### config.mk
export PLATFORM = sky130hd
export DESIGN_NAME = wbd_wheel
export DESIGN_NICKNAME = d
export VERILOG_FILES = /design/src/hw/rtl/wbd_pkg.sv /design/src/hw/rtl/wbd_wheel.sv
export SDC_FILE = /design/constraint.sdc
export NUM_CORES = 2
export LEC_CHECK = 0
export CAP_MARGIN = 10
export CORE_ASPECT_RATIO = 1.25
export CORE_UTILIZATION = 30
export DETAILED_ROUTE_END_ITERATION = 10
export DONT_BUFFER_PORTS = 1
export HOLD_SLACK_MARGIN = 0.05
export PLACE_DENSITY = 0.47
export SETUP_SLACK_MARGIN = 0.1
export SLEW_MARGIN = 5
export SYNTH_ARGS = -nofsm -noshare
export SYNTH_HDL_FRONTEND = slang
export SYNTH_SLANG_ARGS = --single-unit
### constraint.sdc
create_clock -name i_clk -period 7.8 [get_ports i_clk]
set_clock_uncertainty 0.05 [all_clocks]
set_input_delay 0.78 -clock i_clk [delete_from_list [all_inputs] [get_ports i_clk]]
set_output_delay 0.78 -clock i_clk [all_outputs]
set_load 0.02 [all_outputs]
### src/hw/rtl/wbd_pkg.sv
`timescale 1ns / 1ps
`default_nettype none
// ----------------------------------------------------------------------------
// Wheel blocking detector package
// Shared widths, register indexes, beat types and pipeline control struct.
// ----------------------------------------------------------------------------
package wbd_pkg;

    localparam int HISTORY_DEF = 30;

    localparam int DIST_W  = 32;
    localparam int SPD_W   = 16;
    localparam int SCALE_W = 20;
    localparam int ABS_W   = 16;
    localparam int REL_W   = 10;

    localparam int PER_MILLE = 1000;

    // compute stages in each wheel datapath
    localparam int NSTG = 5;

    localparam int CFG_IDX_W  = 2;
    localparam int CFG_DATA_W = 20;

    localparam logic [CFG_IDX_W-1:0] CFG_TICK_SCALE = 2'd0;
    localparam logic [CFG_IDX_W-1:0] CFG_ABS_THR    = 2'd1;
    localparam logic [CFG_IDX_W-1:0] CFG_REL_THR    = 2'd2;

    localparam logic [SCALE_W-1:0] SCALE_RST   = 20'd10486;
    localparam logic [ABS_W-1:0]   ABS_THR_RST = 16'd320;
    localparam logic [REL_W-1:0]   REL_THR_RST = 10'd950;

    typedef struct packed {
        logic signed [DIST_W-1:0] distance_right;
        logic signed [DIST_W-1:0] distance_left;
        logic signed [SPD_W-1:0]  speed_right;
        logic signed [SPD_W-1:0]  speed_left;
    } t_in_beat;

    typedef struct packed {
        logic right_blocked;
        logic left_blocked;
        logic side_blocked;
        logic fully_blocked;
    } t_out_beat;

    // one history entry, both wheels
    typedef struct packed {
        logic signed [DIST_W-1:0] dist_r;
        logic signed [DIST_W-1:0] dist_l;
        logic signed [SPD_W-1:0]  spd_r;
        logic signed [SPD_W-1:0]  spd_l;
    } t_entry;

    typedef struct packed {
        logic [NSTG-1:0] ld;    // stage load strobes, stage 0 = tick accepted
    } t_pipe_ctl;

endpackage
`default_nettype wire

### src/hw/rtl/wbd_wheel.sv
`timescale 1ns / 1ps
`default_nettype none
// ----------------------------------------------------------------------------
// Wheel blocking detector wheel datapath
// Running speed sum and five-stage blocking test for one wheel.
// ----------------------------------------------------------------------------
module wbd_wheel #(
    parameter int HISTORY = wbd_pkg::HISTORY_DEF
) (
    input  wire logic                              i_clk,
    input  wire logic                              i_rst_n,
    input  wire wbd_pkg::t_pipe_ctl                i_ctl,
    input  wire logic signed [wbd_pkg::DIST_W-1:0] i_dist_new,
    input  wire logic signed [wbd_pkg::DIST_W-1:0] i_dist_old,
    input  wire logic signed [wbd_pkg::SPD_W-1:0]  i_spd_new,
    input  wire logic signed [wbd_pkg::SPD_W-1:0]  i_spd_old,
    input  wire logic [wbd_pkg::SCALE_W-1:0]       i_scale,
    input  wire logic [wbd_pkg::ABS_W-1:0]         i_abs_thr,
    input  wire logic [wbd_pkg::REL_W-1:0]         i_rel_thr,
    output logic                                   o_blocked
);
    import wbd_pkg::*;

    localparam int SUM_W  = SPD_W + $clog2(HISTORY);
    localparam int DIFF_W = DIST_W + 1;
    localparam int MEAS_W = DIFF_W + 16;
    localparam int EXP_W  = SUM_W + SCALE_W + 1;
    localparam int ERR_W  = ((EXP_W > MEAS_W) ? EXP_W : MEAS_W) + 1;
    localparam int PROD_W = ERR_W + REL_W;

    logic signed [SUM_W-1:0]  r_acc;
    logic signed [SUM_W-1:0]  r_sum;
    logic signed [DIFF_W-1:0] r_diff;
    logic signed [DIFF_W-1:0] r_diff1;
    logic signed [EXP_W-1:0]  r_expq;
    logic signed [ERR_W-1:0]  r_err;
    logic [ERR_W-1:0]         r_exp_mag;
    logic [ERR_W-1:0]         r_meas_mag;
    logic [ERR_W-1:0]         r_err_mag;
    logic [ERR_W-1:0]         r_big;
    logic                     r_abs_ok;
    logic [PROD_W-1:0]        r_err_k;
    logic [PROD_W-1:0]        r_rel_p;

    logic signed [SUM_W-1:0]  n_acc;
    logic signed [MEAS_W-1:0] w_meas;
    logic [EXP_W-1:0]         w_exp_abs;
    logic [MEAS_W-1:0]        w_meas_abs;
    logic [ERR_W-1:0]         w_err_abs;

    // sum of the speeds held in the history cells
    assign n_acc = r_acc + SUM_W'(i_spd_new) - SUM_W'(i_spd_old);

    always_ff @(posedge i_clk) begin
        if (!i_rst_n) begin
            r_acc <= '0;
        end else if (i_ctl.ld[0]) begin
            r_acc <= n_acc;
        end
    end

    // s0: measured travel and speed sum snapshot
    always_ff @(posedge i_clk) begin
        if (i_ctl.ld[0]) begin
            r_diff <= DIFF_W'(i_dist_new) - DIFF_W'(i_dist_old);
            r_sum  <= r_acc;
        end
    end

    // s1: expected travel, Q16
    always_ff @(posedge i_clk) begin
        if (i_ctl.ld[1]) begin
            r_expq  <= EXP_W'(r_sum) * EXP_W'($signed({1'b0, i_scale}));
            r_diff1 <= r_diff;
        end
    end

    // s2: error and magnitudes
    assign w_meas     = {r_diff1, 16'b0};
    assign w_exp_abs  = r_expq[EXP_W-1] ? EXP_W'(-r_expq) : EXP_W'(r_expq);
    assign w_meas_abs = w_meas[MEAS_W-1] ? MEAS_W'(-w_meas) : MEAS_W'(w_meas);

    always_ff @(posedge i_clk) begin
        if (i_ctl.ld[2]) begin
            r_err      <= ERR_W'(r_expq) - ERR_W'(w_meas);
            r_exp_mag  <= ERR_W'(w_exp_abs);
            r_meas_mag <= ERR_W'(w_meas_abs);
        end
    end

    // s3: |error| and larger travel
    assign w_err_abs = r_err[ERR_W-1] ? ERR_W'(-r_err) : ERR_W'(r_err);

    always_ff @(posedge i_clk) begin
        if (i_ctl.ld[3]) begin
            r_err_mag <= w_err_abs;
            r_big     <= (r_meas_mag > r_exp_mag) ? r_meas_mag : r_exp_mag;
        end
    end

    // s4: absolute test and cross-multiplied relative test
    always_ff @(posedge i_clk) begin
        if (i_ctl.ld[4]) begin
            r_abs_ok <= r_err_mag > ERR_W'({i_abs_thr, 16'b0});
            r_err_k  <= PROD_W'(r_err_mag) * PROD_W'(PER_MILLE);
            r_rel_p  <= PROD_W'(i_rel_thr) * PROD_W'(r_big);
        end
    end

    assign o_blocked = r_abs_ok && (r_err_k > r_rel_p);

endmodule
`default_nettype wire
After elaboration in Yosys (flattened, before gate mapping)
Cells that the tools add are included.
{"block": "word_totals", "mem_count": 0, "latchBits": 0, "input_bits": 149, "mem_bits_rw": 0, "register_bits": 509, "wordCells": 35, "rom_bits": 0}
{"block": "classes", "bitwise": 0, "eq_ne": 0, "div": 0, "mul": 3, "add_sub_neg": 7, "order_cmp": 3, "n_mux": 4, "reduce_logical": 1, "shift": 0}
{"operator": "> comparator 60 bit", "n": 1}
{"operator": "multiplier 10 x 50 -> 60 bit", "n": 1}
{"operator": "multiplier 50 x 7 -> 57 bit (second input constant)", "n": 1}
{"operator": "> comparator 50 x 32 -> 1 bit", "n": 1}
{"operator": "negator 50 bit", "n": 1}
{"operator": "subtractor 42 x 49 -> 50 bit", "n": 1}
{"operator": "> comparator 49 x 42 -> 1 bit", "n": 1}
{"operator": "2-to-1 mux 49 bit", "n": 1}
{"operator": "negator 49 bit", "n": 1}
{"operator": "2-to-1 mux 48 bit", "n": 1}
{"operator": "multiplier 21 x 21 -> 42 bit", "n": 1}
{"operator": "2-to-1 mux 42 bit", "n": 1}
{"operator": "negator 42 bit", "n": 1}
{"operator": "2-to-1 mux 41 bit", "n": 1}
{"operator": "subtractor 32 x 32 -> 33 bit", "n": 1}
{"operator": "adder 21 x 16 -> 21 bit", "n": 1}
{"operator": "subtractor 21 x 16 -> 21 bit", "n": 1}
{"operator": "logical AND 1 bit", "n": 1}

Logic depth before layout (Yosys ltp)
{"block": "logic_depth", "ltp_word": 2, "ltp_mapped": 27}

Worst setup path before layout
Ideal clock, no wire load.
{"block": "synth_timing", "kind": "in2reg", "from": "in i_scale[4] (netlist bit)", "to": "reg r_expq[38] (data pin)", "t_required_ns": 7.473, "setup_time_ns": 0.277, "cell_stages": 25, "t_arrival_ns": 7.319, "setup_slack_ns": 0.153, "path_cell_list": "clkbuf_1 and2_1 fa_1 inv_1 fa_1 fa_1 inv_1 fa_1 fa_1 fa_1 inv_1 fa_1 inv_1 ha_1 a2111oi_0 o21ai_0 a31o_2 a221oi_1 o21ai_0 a31o_2 a31o_2 a21oi_1 nor3b_1 a21oi_1 o311ai_0"}
{"block": "synth_between", "elab_chain_cells": 1}
{"element": "start, declared", "line": "wbd_wheel.sv:17", "source": "input wire logic [wbd_pkg::SCALE_W-1:0] i_scale,"}
{"element": "multiplier 21 x 21 -> 42 bit", "line": "wbd_wheel.sv:73", "source": "r_expq <= EXP_W'(r_sum) * EXP_W'($signed({1'b0, i_scale}));"}
{"element": "end signal, assigned", "line": "wbd_wheel.sv:73"}
{"element": "end, declared", "line": "wbd_wheel.sv:35", "source": "logic signed [EXP_W-1:0] r_expq;"}
No other way between the ends.
A chain may end at the register's enable or synchronous reset.

Worst setup path in the final report
{"block": "layout_timing", "from": "reg r_sum[9]", "to": "reg r_expq[41] (data pin)"}
{"block": "layout_between", "elab_chain_cells": 1}
{"element": "start, declared", "line": "wbd_wheel.sv:32", "source": "logic signed [SUM_W-1:0] r_sum;"}
{"element": "start signal, assigned", "line": "wbd_wheel.sv:66", "source": "r_sum <= r_acc;"}
{"element": "multiplier 21 x 21 -> 42 bit", "line": "wbd_wheel.sv:73"}
No other way between the ends.

==> results.tsv <==
metric	value	unit
synthesis-stage register bit count	491	
Hold Vio Cnt, Final	0	
number of enable flip-flop cells after synthesis	470	
Least-Margin Pin Slew	1.10	ns
pin count of the biggest net entering global routing	125	
Synthesized Nets	7951	
FMAX	136	MHz
post-place instance area	66900	um2
critical path peak fanout	11	
first-pass GRT wire length	260000	um
most frequent CP cell	fa_1	
vias in the first global route	45800	
Worst path max stage delay	0.64	ns
cell area after synthesis	63800	um2
DP Wirelength	135000	um
Routed Antenna Nets	0	
Synthesis Warnings	0	
Gate Count Post-Synth	6236	
Die Width	414	um
WL final	163000	um
final number of setup-violating endpoints	0	
H-tree Lvls	2	
Port Buffers	0	
Multi-input gate area	44000	um2
drt initial violations	1923	
CTS Buffer Depth	3	
core area	211000	um2
Die Ht	518	um
Pre-Repair DR Iteration Count	5	
# IOs	150	
status	completed	
Period minus WS final	7.34	ns
Worst-path clk slew	0.06	ns
row cnt	188	
filler instances	21600	
antenna violations before repair	2	
Synth-to-Final Area Change	8.66	%
WHS	0.155	ns
Clock Latency Late Sink	0.72	ns
number of CTS-inserted buffers	61	
Post-synth top flop	edfxtp_1	
RSZ-0062 raised after global routing	no	
wire per inst	18.2	um
fin crit share	94.1	%
area leader, netlist	fa_1	
top cells by count, synth	inv_1, fa_1, nand2_1	
Crit path arrival time	7.75	ns
DR vias/cell	4.70	
Max-Cap Viols	0	
Initial Utilization	30.3	%
Total GRT Usage	15.4	%
Max Slew Vio Count	0	
Hold-fix buffers, CTS	0	
fin nets	7869	
CP Capture Type	register	
top-count cell post-synth	inv_1	
Netlist cell types	73	
synth top area cells	fa_1, edfxtp_1, ha_1	
CP max stage cell	fa_1	
post-layout instance area	69300	um2
Slew headroom	26.5	%
FF/Latch Area	14500	um2
post-synthesis sequential area ratio	22.8	%
syn avg cell area	10.2	um2
Setup CP Type	reg -> reg	
CP startpoint kind	register	
Die ar.	214000	um2
ys async rst share	0	%
Clock Sinks	491	
CTS Root Cell	clkbuf_16	
Final GP Congestion	0.839	
total number of vias	42100	
share of the synthesized area in the top cell type	32.1	%
CTS tree	done	
hold crit path type	in -> reg	
DRC errors left	0	
grt ovf	0	
worst endpoint required time	8.21	ns
share of layout cells above drive strength 1	4.08	%
-- placed cells by master (no fill, tap or decap), types with 82 or more instances in the layout --
master       n
a21o_1     127
a21oi_1    225
and2_1     530
buf_4       82
edfxtp_1   470
fa_1      1023
ha_1       541
inv_1     1182
nand2_1    576
nor2_1     121
o21ai_0    166
xnor2_1    267
-- per-layer routing --
metal | vias up | wire [um] | GRT usage [%]
li1 | 19800 | - | -
met1 | 21600 | 69600 | 19.1
met5 | - | 0 | 0
met4 | 0 | 3130 | 3.27
met3 | 156 | 4070 | 1.41
met2 | 580 | 86100 | 28.6
-- cell families (layout without fill, tap and decap cells) --
family / Yosys count / in the layout / share of synthesized area [%]
fa+ha+maj: 1566 / 1566 / 42.8
simple gates: 1586 / 1586 / 12.8
other cells: 0 / 1 / 0
flops: 491 / 491 / 22.8
xor+xnor: 331 / 331 / 4.54
mux: 38 / 38 / 0.649
buf+inv: 1414 / 1383 / 8.33
compound gates: 810 / 810 / 8.16
-- worst max-delay path: cells and delay by family, from the launching register on --
| kind | cells | cell delay (ns) |
|---|---|---|
| adders and majority gates | 8 | 4.02 |
| AOI/OAI and AO/OA | 7 | 1.23 |
| buffers and inverters | 7 | 0.77 |
| DFF | 1 | 0.51 |
| and+or+nand+nor | 3 | 0.41 |
| xor gates and xnor gates | 1 | 0.15 |
-- path summary, 6_finish.rpt --
path / from / end / slack (ns) / cells past startpoint
worst max register to register: r_sum[9] / r_expq[41] / 0.46 / 26
worst max-delay path: r_sum[9] / r_expq[41] / 0.46 / 26
worst min register to register: r_diff[12] / r_diff1[12] / 0.36 / 0
worst min-delay path: i_ctl[3] / r_big[46] / 0.15 / 0
-- repair_timing --
item | 4_1_cts | 5_1_grt
pin swaps | 0 | 4
setup buffers | 0 | 15
setup endpoints to repair | 5 | 10
resized for setup | 1 | 15
cloned | 0 | 0
-- state kept, by name (all words and copies together), names as in the netlist, 33 cells and up --
register / cells
r_big: 49
r_diff: 33
r_diff1: 33
r_err: 50
r_err_k: 57
r_err_mag: 50
r_exp_mag: 41
r_expq: 42
r_meas_mag: 33
r_rel_p: 60
-- cell type report --
cell class,count,area share [%]
Antenna cell,1,0.00361
Multi-Input combinational cell,4331,63.5
Timing Repair Buffer,87,1.01
Clock buffer,68,2.24
Clock inverter,46,0.901
Tap cell,2755,4.97
Inverter,1182,6.40
Sequential cell,491,21.0
-- per-stage QoR --
step / util [%] / setup TNS (ns) / instances / setup WS [ns]
2_1_floorplan: - / 0 / 6236 / 0.153
3_3_place_gp: 31.8 / -0.259 / 8831 / -0.140
3_5_place_dp: 31.8 / -0.120 / 8831 / -0.0618
4_1_cts: 32.8 / 0 / 8945 / 0.110
5_1_grt: 32.9 / 0 / 8961 / 0.103
6_report: 32.9 / 0 / 8961 / 0.458
Power is not shown: default switching activity piles up to over one toggle a cycle in this logic, so the estimate is an artifact.
